`src/rtl/fssc_pkg.sv`:
```
// ---------------------------------------------------------------------------
// fssc_pkg: shared types and constants of the four-servo slew controller
// Action codes, angle widths and the per-servo state and command bundles.
// ---------------------------------------------------------------------------
package fssc_pkg;

    localparam int NUM_SERVO  = 4;
    localparam int SLOT_W     = 2;
    localparam int ANGLE_W    = 8;
    localparam int ID_W       = 8;
    localparam int ACT_W      = 3;
    localparam int CFG_IDX_W  = 3;

    localparam logic [ID_W-1:0]    ID_FIRST       = 8'd6;
    localparam logic [ID_W-1:0]    ID_LAST        = 8'd9;
    localparam logic [ANGLE_W-1:0] HOME_ANGLE     = 8'd90;
    localparam logic [ANGLE_W-1:0] RAMP_STEP_DEG  = 8'd3;
    localparam logic [ANGLE_W-1:0] MIN_RESET      = 8'd0;
    localparam logic [ANGLE_W-1:0] MAX_RESET      = 8'd180;
    localparam logic [ANGLE_W-1:0] BAD_SET_RESULT = 8'd255;

    // action codes; code 7 is a no-op
    localparam logic [ACT_W-1:0] ACT_TICK  = 3'd0;
    localparam logic [ACT_W-1:0] ACT_SET   = 3'd1;
    localparam logic [ACT_W-1:0] ACT_NUDGE = 3'd2;
    localparam logic [ACT_W-1:0] ACT_STOP  = 3'd3;
    localparam logic [ACT_W-1:0] ACT_AUTO  = 3'd4;
    localparam logic [ACT_W-1:0] ACT_RESET = 3'd5;
    localparam logic [ACT_W-1:0] ACT_POLL  = 3'd6;

    typedef struct packed {
        logic [ANGLE_W-1:0] cur;
        logic [ANGLE_W-1:0] tgt;
        logic               auto_on;
        logic               sweep_down;
        logic               ext;
    } t_lane_state;

    // per-lane decoded command; select already folded in
    typedef struct packed {
        logic tick;
        logic set;
        logic nudge;
        logic stop;
        logic auto_go;
        logic home;
    } t_lane_cmd;

    typedef struct packed {
        logic moved_ext;
        logic stop_ext;
    } t_lane_flags;

endpackage

```
`src/rtl/fssc_lane.sv`:
```
// ---------------------------------------------------------------------------
// fssc_lane: next-state logic of one servo
// Hold ramp, auto sweep, set/nudge clamp, stop, auto entry and home.
// ---------------------------------------------------------------------------
module fssc_lane #(
    parameter logic [fssc_pkg::ANGLE_W-1:0] STEP_DEG = fssc_pkg::RAMP_STEP_DEG,
    parameter logic [fssc_pkg::ANGLE_W-1:0] HOME_DEG = fssc_pkg::HOME_ANGLE
) (
    input  fssc_pkg::t_lane_cmd          i_cmd,
    input  logic [fssc_pkg::ANGLE_W-1:0] i_angle_value,
    input  logic signed [fssc_pkg::ANGLE_W-1:0] i_nudge_delta,
    input  logic [fssc_pkg::ANGLE_W-1:0] i_min,
    input  logic [fssc_pkg::ANGLE_W-1:0] i_max,
    input  fssc_pkg::t_lane_state        i_state,
    output fssc_pkg::t_lane_state        o_state,
    output fssc_pkg::t_lane_flags        o_flags
);
    import fssc_pkg::*;

    localparam int SW = ANGLE_W + 2;

    // min first, then max: min > max yields max
    function automatic logic [ANGLE_W-1:0] clamp_angle(
        input logic signed [SW-1:0] v,
        input logic [ANGLE_W-1:0]   mn,
        input logic [ANGLE_W-1:0]   mx
    );
        logic signed [SW-1:0] t;
        t = v;
        if (t < signed'({2'b00, mn})) t = signed'({2'b00, mn});
        if (t > signed'({2'b00, mx})) t = signed'({2'b00, mx});
        return t[ANGLE_W-1:0];
    endfunction

    logic signed [SW-1:0] cur_s, tgt_s, min_s, max_s, step_s, up_s, dn_s, sw_s;
    logic [ANGLE_W-1:0]   tick_cur, tick_tgt;
    logic                 tick_down;
    logic [ANGLE_W:0]     mid;

    always_comb begin
        cur_s  = signed'({2'b00, i_state.cur});
        tgt_s  = signed'({2'b00, i_state.tgt});
        min_s  = signed'({2'b00, i_min});
        max_s  = signed'({2'b00, i_max});
        step_s = signed'({2'b00, STEP_DEG});
        up_s   = cur_s + step_s;
        dn_s   = cur_s - step_s;
        sw_s   = i_state.sweep_down ? dn_s : up_s;
        mid    = ({1'b0, i_min} + {1'b0, i_max}) >> 1;

        tick_cur  = i_state.cur;
        tick_tgt  = i_state.tgt;
        tick_down = i_state.sweep_down;
        if (i_state.auto_on) begin
            if (sw_s >= max_s) begin
                tick_cur  = i_max;
                tick_down = 1'b1;
            end else if (sw_s <= min_s) begin
                tick_cur  = i_min;
                tick_down = 1'b0;
            end else begin
                tick_cur  = sw_s[ANGLE_W-1:0];
            end
            tick_tgt = tick_cur;
        end else if (cur_s < tgt_s) begin
            tick_cur = (up_s > tgt_s) ? i_state.tgt : up_s[ANGLE_W-1:0];
        end else if (cur_s > tgt_s) begin
            tick_cur = (dn_s < tgt_s) ? i_state.tgt : dn_s[ANGLE_W-1:0];
        end
    end

    always_comb begin
        o_state = i_state;
        o_flags = '0;
        if (i_cmd.home) begin
            o_state.cur        = HOME_DEG;
            o_state.tgt        = HOME_DEG;
            o_state.auto_on    = 1'b0;
            o_state.sweep_down = 1'b0;
            o_state.ext        = 1'b0;
        end else if (i_cmd.tick) begin
            o_state.cur        = tick_cur;
            o_state.tgt        = tick_tgt;
            o_state.sweep_down = tick_down;
            o_flags.moved_ext  = (tick_cur != i_state.cur) && i_state.ext;
        end else if (i_cmd.set) begin
            o_state.tgt     = clamp_angle(signed'({2'b00, i_angle_value}), i_min, i_max);
            o_state.auto_on = 1'b0;
            o_state.ext     = 1'b0;
        end else if (i_cmd.nudge) begin
            if (i_nudge_delta != '0) begin
                o_state.tgt     = clamp_angle(tgt_s + SW'(i_nudge_delta), i_min, i_max);
                o_state.auto_on = 1'b0;
                o_state.ext     = 1'b1;
            end
        end else if (i_cmd.stop) begin
            o_flags.stop_ext = i_state.ext;
            o_state.auto_on  = 1'b0;
            o_state.tgt      = i_state.cur;
            o_state.ext      = 1'b0;
        end else if (i_cmd.auto_go) begin
            o_state.auto_on    = 1'b1;
            o_state.sweep_down = !({1'b0, i_state.cur} <= mid);
            o_state.ext        = 1'b1;
        end
    end

endmodule

```
`src/rtl/four_servo_slew_sweep_controller_unit.sv`:
```
// ---------------------------------------------------------------------------
// four_servo_slew_sweep_controller_unit: slew-limited control of servos 6..9
// Path from input transaction to result: input reg, then result reg.
// Throughput: one transaction per cycle unless i_out_stall holds; all four servo
// lanes update in parallel in one combinational pass between the two registers.
// Reset (i_rst_n low, synchronous): all servos at home, hold mode, limits 0/180,
// report pending cleared, both pipeline registers empty.
// ---------------------------------------------------------------------------
module four_servo_slew_sweep_controller_unit #(
    parameter logic [fssc_pkg::ANGLE_W-1:0] STEP_DEG = fssc_pkg::RAMP_STEP_DEG,
    parameter logic [fssc_pkg::ANGLE_W-1:0] HOME_DEG = fssc_pkg::HOME_ANGLE
) (
    input  logic                                  i_clk,
    input  logic                                  i_rst_n,
    // configuration write port
    input  logic                                  i_cfg_we,
    input  logic [fssc_pkg::CFG_IDX_W-1:0]        i_cfg_idx,
    input  logic [fssc_pkg::ANGLE_W-1:0]          i_cfg_data,
    // input channel
    input  logic                                  i_in_valid,
    output logic                                  o_in_stall,
    input  logic [fssc_pkg::ACT_W-1:0]            i_action,
    input  logic [fssc_pkg::ID_W-1:0]             i_servo_id,
    input  logic [fssc_pkg::ANGLE_W-1:0]          i_angle_value,
    input  logic signed [fssc_pkg::ANGLE_W-1:0]   i_nudge_delta,
    input  logic                                  i_tx_idle,
    // result channel
    output logic                                  o_out_valid,
    input  logic                                  i_out_stall,
    output logic                                  o_status,
    output logic [fssc_pkg::ANGLE_W-1:0]          o_angle_result,
    output logic [fssc_pkg::ANGLE_W-1:0]          o_angle_s6,
    output logic [fssc_pkg::ANGLE_W-1:0]          o_angle_s7,
    output logic [fssc_pkg::ANGLE_W-1:0]          o_angle_s8,
    output logic [fssc_pkg::ANGLE_W-1:0]          o_angle_s9,
    output logic [fssc_pkg::NUM_SERVO-1:0]        o_auto_mask,
    output logic                                  o_all_reached,
    output logic                                  o_report_fire
);
    import fssc_pkg::*;

    // limit registers
    logic [ANGLE_W-1:0] r_min [NUM_SERVO];
    logic [ANGLE_W-1:0] r_max [NUM_SERVO];

    // servo state and the shared report flag
    t_lane_state r_st [NUM_SERVO];
    t_lane_state n_st [NUM_SERVO];
    t_lane_cmd   lane_cmd [NUM_SERVO];
    t_lane_flags lane_flg [NUM_SERVO];
    logic        r_pend, n_pend;

    // input register
    logic                      r_in_vld;
    logic [ACT_W-1:0]          r_action;
    logic [ID_W-1:0]           r_id;
    logic [ANGLE_W-1:0]        r_angle;
    logic signed [ANGLE_W-1:0] r_delta;
    logic                      r_idle;

    // result register
    logic               r_out_vld;
    logic               r_status;
    logic [ANGLE_W-1:0] r_result;
    logic [ANGLE_W-1:0] r_out_ang [NUM_SERVO];
    logic [NUM_SERVO-1:0] r_mask;
    logic               r_reached;
    logic               r_fire;

    // pipeline control: the result register frees up when empty or taken
    logic adv, proc;
    assign adv        = !r_out_vld || !i_out_stall;
    assign proc       = r_in_vld && adv;
    assign o_in_stall = r_in_vld && !adv;

    // id decode
    logic              id_ok;
    logic [SLOT_W-1:0] slot;
    logic [ID_W-1:0]   id_off;
    assign id_ok  = (r_id >= ID_FIRST) && (r_id <= ID_LAST);
    assign id_off = r_id - ID_FIRST;
    assign slot   = id_off[SLOT_W-1:0];

    // lane commands: addressed ops only reach the selected lane of a known id
    always_comb begin
        for (int i = 0; i < NUM_SERVO; i++) begin
            lane_cmd[i].tick    = (r_action == ACT_TICK);
            lane_cmd[i].home    = (r_action == ACT_RESET);
            lane_cmd[i].set     = (r_action == ACT_SET)   && id_ok && (slot == SLOT_W'(i));
            lane_cmd[i].nudge   = (r_action == ACT_NUDGE) && id_ok && (slot == SLOT_W'(i));
            lane_cmd[i].stop    = (r_action == ACT_STOP)  && id_ok && (slot == SLOT_W'(i));
            lane_cmd[i].auto_go = (r_action == ACT_AUTO)  && id_ok && (slot == SLOT_W'(i));
        end
    end

    for (genvar g = 0; g < NUM_SERVO; g++) begin : g_lane
        fssc_lane #(
            .STEP_DEG (STEP_DEG),
            .HOME_DEG (HOME_DEG)
        ) u_lane (
            .i_cmd         (lane_cmd[g]),
            .i_angle_value (r_angle),
            .i_nudge_delta (r_delta),
            .i_min         (r_min[g]),
            .i_max         (r_max[g]),
            .i_state       (r_st[g]),
            .o_state       (n_st[g]),
            .o_flags       (lane_flg[g])
        );
    end

    // report flag, fire, status and the result fields
    logic                 any_moved, any_stop, n_fire, n_status, n_reached;
    logic [ANGLE_W-1:0]   n_result;
    logic [NUM_SERVO-1:0] n_mask;

    always_comb begin
        any_moved = 1'b0;
        any_stop  = 1'b0;
        n_mask    = '0;
        n_reached = 1'b1;
        for (int i = 0; i < NUM_SERVO; i++) begin
            any_moved = any_moved | lane_flg[i].moved_ext;
            any_stop  = any_stop  | lane_flg[i].stop_ext;
            n_mask[i] = n_st[i].auto_on;
            if (n_st[i].cur != n_st[i].tgt) n_reached = 1'b0;
        end

        n_pend = r_pend;
        n_fire = 1'b0;
        if (any_moved || any_stop) n_pend = 1'b1;
        if (r_action == ACT_RESET) n_pend = 1'b0;
        if ((r_action == ACT_POLL) && r_pend && r_idle) begin
            n_fire = 1'b1;
            n_pend = 1'b0;
        end

        n_status = !id_ok && ((r_action == ACT_SET) || (r_action == ACT_NUDGE) ||
                              (r_action == ACT_STOP) || (r_action == ACT_AUTO));

        // set reports its clamped target; others the addressed current angle
        if (r_action == ACT_SET) begin
            n_result = id_ok ? n_st[slot].tgt : BAD_SET_RESULT;
        end else begin
            n_result = id_ok ? n_st[slot].cur : '0;
        end
    end

    // limit registers; to be written only while idle, which the block does not enforce
    always_ff @(posedge i_clk) begin
        if (!i_rst_n) begin
            for (int i = 0; i < NUM_SERVO; i++) begin
                r_min[i] <= MIN_RESET;
                r_max[i] <= MAX_RESET;
            end
        end else if (i_cfg_we) begin
            if (i_cfg_idx[CFG_IDX_W-1]) r_max[i_cfg_idx[SLOT_W-1:0]] <= i_cfg_data;
            else                        r_min[i_cfg_idx[SLOT_W-1:0]] <= i_cfg_data;
        end
    end

    // servo state commits as the transaction moves into the result register
    always_ff @(posedge i_clk) begin
        if (!i_rst_n) begin
            for (int i = 0; i < NUM_SERVO; i++) begin
                r_st[i].cur        <= HOME_DEG;
                r_st[i].tgt        <= HOME_DEG;
                r_st[i].auto_on    <= 1'b0;
                r_st[i].sweep_down <= 1'b0;
                r_st[i].ext        <= 1'b0;
            end
            r_pend <= 1'b0;
        end else if (proc) begin
            for (int i = 0; i < NUM_SERVO; i++) r_st[i] <= n_st[i];
            r_pend <= n_pend;
        end
    end

    // input register
    always_ff @(posedge i_clk) begin
        if (!i_rst_n) begin
            r_in_vld <= 1'b0;
        end else if (!o_in_stall) begin
            r_in_vld <= i_in_valid;
        end
    end

    always_ff @(posedge i_clk) begin
        if (i_in_valid && !o_in_stall) begin
            r_action <= i_action;
            r_id     <= i_servo_id;
            r_angle  <= i_angle_value;
            r_delta  <= i_nudge_delta;
            r_idle   <= i_tx_idle;
        end
    end

    // result register
    always_ff @(posedge i_clk) begin
        if (!i_rst_n) begin
            r_out_vld <= 1'b0;
        end else if (adv) begin
            r_out_vld <= r_in_vld;
        end
    end

    always_ff @(posedge i_clk) begin
        if (proc) begin
            r_status  <= n_status;
            r_result  <= n_result;
            for (int i = 0; i < NUM_SERVO; i++) r_out_ang[i] <= n_st[i].cur;
            r_mask    <= n_mask;
            r_reached <= n_reached;
            r_fire    <= n_fire;
        end
    end

    assign o_out_valid    = r_out_vld;
    assign o_status       = r_status;
    assign o_angle_result = r_result;
    assign o_angle_s6     = r_out_ang[0];
    assign o_angle_s7     = r_out_ang[1];
    assign o_angle_s8     = r_out_ang[2];
    assign o_angle_s9     = r_out_ang[3];
    assign o_auto_mask    = r_mask;
    assign o_all_reached  = r_reached;
    assign o_report_fire  = r_fire;

    // a stalled transaction in the input register stays there
    a_in_hold: assert property (@(posedge i_clk) disable iff (!i_rst_n)
        (r_in_vld && !adv) |=> r_in_vld)
        else $error("input transaction dropped under stall");

    // a fired report always clears the pending flag
    a_fire_clears: assert property (@(posedge i_clk) disable iff (!i_rst_n)
        (proc && n_fire) |=> !r_pend)
        else $error("report pending not cleared after fire");

    // fire only happens with a pending report
    a_fire_needs_pend: assert property (@(posedge i_clk) disable iff (!i_rst_n)
        (proc && n_fire) |-> r_pend)
        else $error("report fired without pending flag");

    // reset action sends every servo home
    a_home: assert property (@(posedge i_clk) disable iff (!i_rst_n)
        (proc && (r_action == ACT_RESET)) |=>
        ((r_st[0].cur == HOME_DEG) && (r_st[1].cur == HOME_DEG) &&
         (r_st[2].cur == HOME_DEG) && (r_st[3].cur == HOME_DEG) && !r_pend))
        else $error("reset action left a servo away from home");

endmodule
```
`config.mk`:
```
export PLATFORM = sky130hd
export DESIGN_NAME = four_servo_slew_sweep_controller_unit
export DESIGN_NICKNAME = d
export VERILOG_FILES = /design/src/rtl/fssc_pkg.sv /design/src/rtl/fssc_lane.sv /design/src/rtl/four_servo_slew_sweep_controller_unit.sv
export SDC_FILE = /design/constraint.sdc
export NUM_CORES = 1
export LEC_CHECK = 0
export BUFFER_PORTS_ARGS = -buffer_cell sky130_fd_sc_hd__clkbuf_2
export CAP_MARGIN = 20
export CORE_ASPECT_RATIO = 0.75
export CORE_MARGIN = 3
export CORE_UTILIZATION = 50
export CTS_BUF_LIST = sky130_fd_sc_hd__clkbuf_2
export CTS_CLUSTER_SIZE = 8
export DETAILED_ROUTE_END_ITERATION = 7
export PLACE_DENSITY = 0.68
export SLEW_MARGIN = 0
export SYNTH_ARGS = -nofsm -noshare
export SYNTH_HDL_FRONTEND = slang
export SYNTH_SLANG_ARGS = --single-unit
```
`constraint.sdc`:
```
create_clock -name i_clk -period 20.6 [get_ports i_clk]
set_clock_uncertainty 0.2 [all_clocks]
set_input_delay 3.09 -clock i_clk [delete_from_list [all_inputs] [get_ports i_clk]]
set_output_delay 3.09 -clock i_clk [all_outputs]
set_load 0.01 [all_outputs]
```
==> metrics.md <==
| Metric | Value |
|---|---|
| Status | `complete, no violations` |
| CTS buffer count | `57` |
| Fin nets | `roughly 3800` |
| Asr flop ratio synth | `0` |
| TritonCTS clock tree | `built` |
| Final Non-Filler Cells | `about 4200` |
| DP HPWL | `roughly 94000 um` |
| GP Congestion | `1.04` |
| Area fraction of the dominant cell type after synthesis | `0.199` |
| Clk Latency, worst-skew pair | `~1100 ps` |
| Core Region | `0.0548 mm2` |
| Max Clk Rate | `approximately 120 MHz` |
| Crit. End Element | `flop` |
| Ports | `93` |
| WL per Instance | `about 30 um` |
| Hold crit path type | `reg2reg` |
| Maxcap violations | `0` |
| DRT Wirelength | `around 120000 um` |
| Yosys warns | `0` |
| Gr usage total | `0.406` |
| Setup violators final | `0` |
| EDFF count, synth | `roughly 190` |
| Setup Crit Path Kind | `reg2reg` |
| Power density cells | `about 64 mW/mm2` |
| Hold Fails Final Rpt | `0` |
| Crit path launch type | `flop` |
| CTS clk-pin slew, worst paths | `120 ps` |
| Cells after DPL | `just over 4000` |
| Leak Pwr | `around 12 nW` |
| Critical Path Max Stage Delay | `a little under 1000 ps` |
| Post-synthesis cell type count | `98` |
| Post_cts resized | `0` |
| Syn_nets | `around 3800` |
| Clock net sink count | `about 220` |
| Via-to-Cell Ratio | `a little over 7` |
| Mapped Cells | `roughly 3300` |
| Layout cells sized above 1 | `0.102` |
| Min Tclk post-route | `8640 ps` |
| Die X | `279 um` |
| Row cnt | `74` |
| Synth Flop Type | `edfxtp_1` |
| Register area share after synthesis | `0.223` |
| CTS Buffer Depth | `3` |
| PortBufs | `92` |
| WP data arrival | `9350 ps` |
| Flop and latch count out of synthesis | `about 220` |
| Buf/Inv on CP | `2` |
| Congestion Overflow GR | `0` |
| Layout area overhead | `6.90%` |
| Initial antenna violation count | `6` |
| RSZ-0062 raised after global routing | `no` |
| First-pass DRT Iterations | `6` |
| Synthesized cell area | `0.0279 mm2` |
| Die ar. | `roughly 0.059 mm2` |
| Final TNS setup | `0 ps` |
| CP required | `21310 ps` |
| Fin. max-slew vios | `0` |
| Reg power frac | `0.291` |
| Clk pwr share | `0.202` |
| Hold buffer count at cts | `0` |
| Sw power | `about 0.87 mW` |
| H-tree depth | `2` |
| Maximum vdd ir drop | `around 0.044 mV` |
| Fin util | `0.544` |
| Vias in the first global route | `between 20000 and 30000` |
| Die H | `roughly 210 um` |
| Synth area leaders | `edfxtp_1 20%, ha_1 17%, a21oi_1 3.8%` |
| Post-CTS Setup Inserts | `0` |
| Mean Syn Cell Area | `between 8 and 9 um2` |
| Fin crit share | `0.419` |
| Total via count in the routed design | `between 20000 and 30000` |
| Synth cell count leaders | `384 x ha_1, 228 x nand2_1, 223 x nor2_1` |
| Crit path max fanout | `17` |
| Slew margin rel. | `0.187` |
| First-pass GRT wire length | `180000 um` |
| Worst-margin pin slew | `about 1200 ps` |
| Root Buffer | `clkbuf_2` |
| # fillers | `5185` |
| Switching portion of total power | `0.454` |
| Crit path max-delay family | `compound AO/OA/AOI/OAI gates` |
| Largest net degree at the start of global routing | `53` |
| Worst path slowest cell | `nor4_1` |
| Most numerous cell in the Yosys netlist | `ha_1` |
| Starting density of the core | `0.508` |
| Remaining antenna violation count | `0` |
| Post-synth top area cell | `edfxtp_1` |
| DRC | `0` |
| Detailed Route Iter0 Violations | `4535` |
| Int Pwr | `1.05 mW` |
| Combinational power share | `0.507` |
## power groups by stage
stage          clock [mW]  combinational, mW  sequential (mW)
2_1_floorplan           0              0.670            0.536
3_3_place_gp            0              0.908            0.564
3_5_place_dp            0              0.928            0.564
4_1_cts             0.390              0.934            0.554
5_1_grt             0.413               1.05            0.557
6_report            0.387              0.973            0.558
## worst min-delay path, stage by stage, from the launching register on
cell,delay (ps)
dfxtp_1,340
a21oi_1,120
nor2b_1,50
## through the flow
stage	setup slack, ps	power (mW)	instance area (um2)	hold WS, ps
2_1_floorplan	13840	1.21	27900	266
3_3_place_gp	12570	1.47	29100	311
3_5_place_dp	12500	1.49	29100	326
4_1_cts	12470	1.88	29800	337
5_1_grt	11710	2.02	29800	389
6_report	11960	1.92	29800	333
## placed cells by master (no fill, tap or decap), types with 41 or more instances in the layout
master and instances:
ha_1 384, buf_4 55, a21oi_1 214, nor2b_1 50, mux2i_1 63, nand2_1 226, xnor2_1 107, nand2b_1 57
nand4_1 65, nand3_1 86, nor3_1 91, inv_1 190, o21a_1 43, a211oi_1 69, nor2_1 222, a31oi_1 43
and2_1 87, edfxtp_1 185, xor2_1 51, o211ai_1 71, mux2_2 41, o21ai_0 187, a21o_1 52, clkbuf_2 169
## worst paths after layout
check / startpoint / to / slack (ps) / cells after the start
worst min register to register: r_in_vld$_SDFFE_PN0N_ / o_out_valid$_SDFFE_PN0N_ / 330 / 2
worst max-delay path: r_delta[1]$_DFFE_PP_ / o_all_reached$_SDFFCE_PP0P_ / 11960 / 26
worst min-delay path: r_in_vld$_SDFFE_PN0N_ / o_out_valid$_SDFFE_PN0N_ / 330 / 2
worst max register to register: r_delta[1]$_DFFE_PP_ / o_all_reached$_SDFFCE_PP0P_ / 11960 / 26
## logic make-up after synthesis
kind of cell	after synthesis	synth area share
DFF	218	0.223
xor gates and xnor gates	158	0.0497
and+or+nand+nor	1070	0.199
AOI/OAI and AO/OA	1036	0.256
muxes	115	0.0481
adders and majority gates	392	0.178
buffers and inverters	339	0.0463
## flip-flops by register name, indices dropped and copies added (netlist names), 3 cells and up
| register | count |
|---|---|
| r_out_ang | 32 |
| r_action | 3 |
| r_angle | 8 |
| r_min | 32 |
| o_auto_mask | 4 |
| r_id | 8 |
| r_st | 76 |
| r_delta | 8 |
| o_angle_result | 8 |
| r_max | 32 |
## cell type report
type                            count  area, um2  share of cell area
Inverter                          196        736              0.0247
Multi-Input combinational cell   2771      20400               0.684
Antenna cell                        1       2.50           0.0000840
Timing Repair Buffer              152        906              0.0304
Clock inverter                     24        255             0.00857
Tap cell                          722        903              0.0303
Sequential cell                   218       6220               0.209
Clock buffer                       77        385              0.0129
## per-layer routing
layer  track usage  up-vias  routed length [um]
li1              -    12900                   -
met1         0.578    14100               51000
met2         0.576     2122               49000
met3         0.115      379               17000
met4         0.169        8                6140
met5             0        -                  49
(Power assumes the default switching activity.)
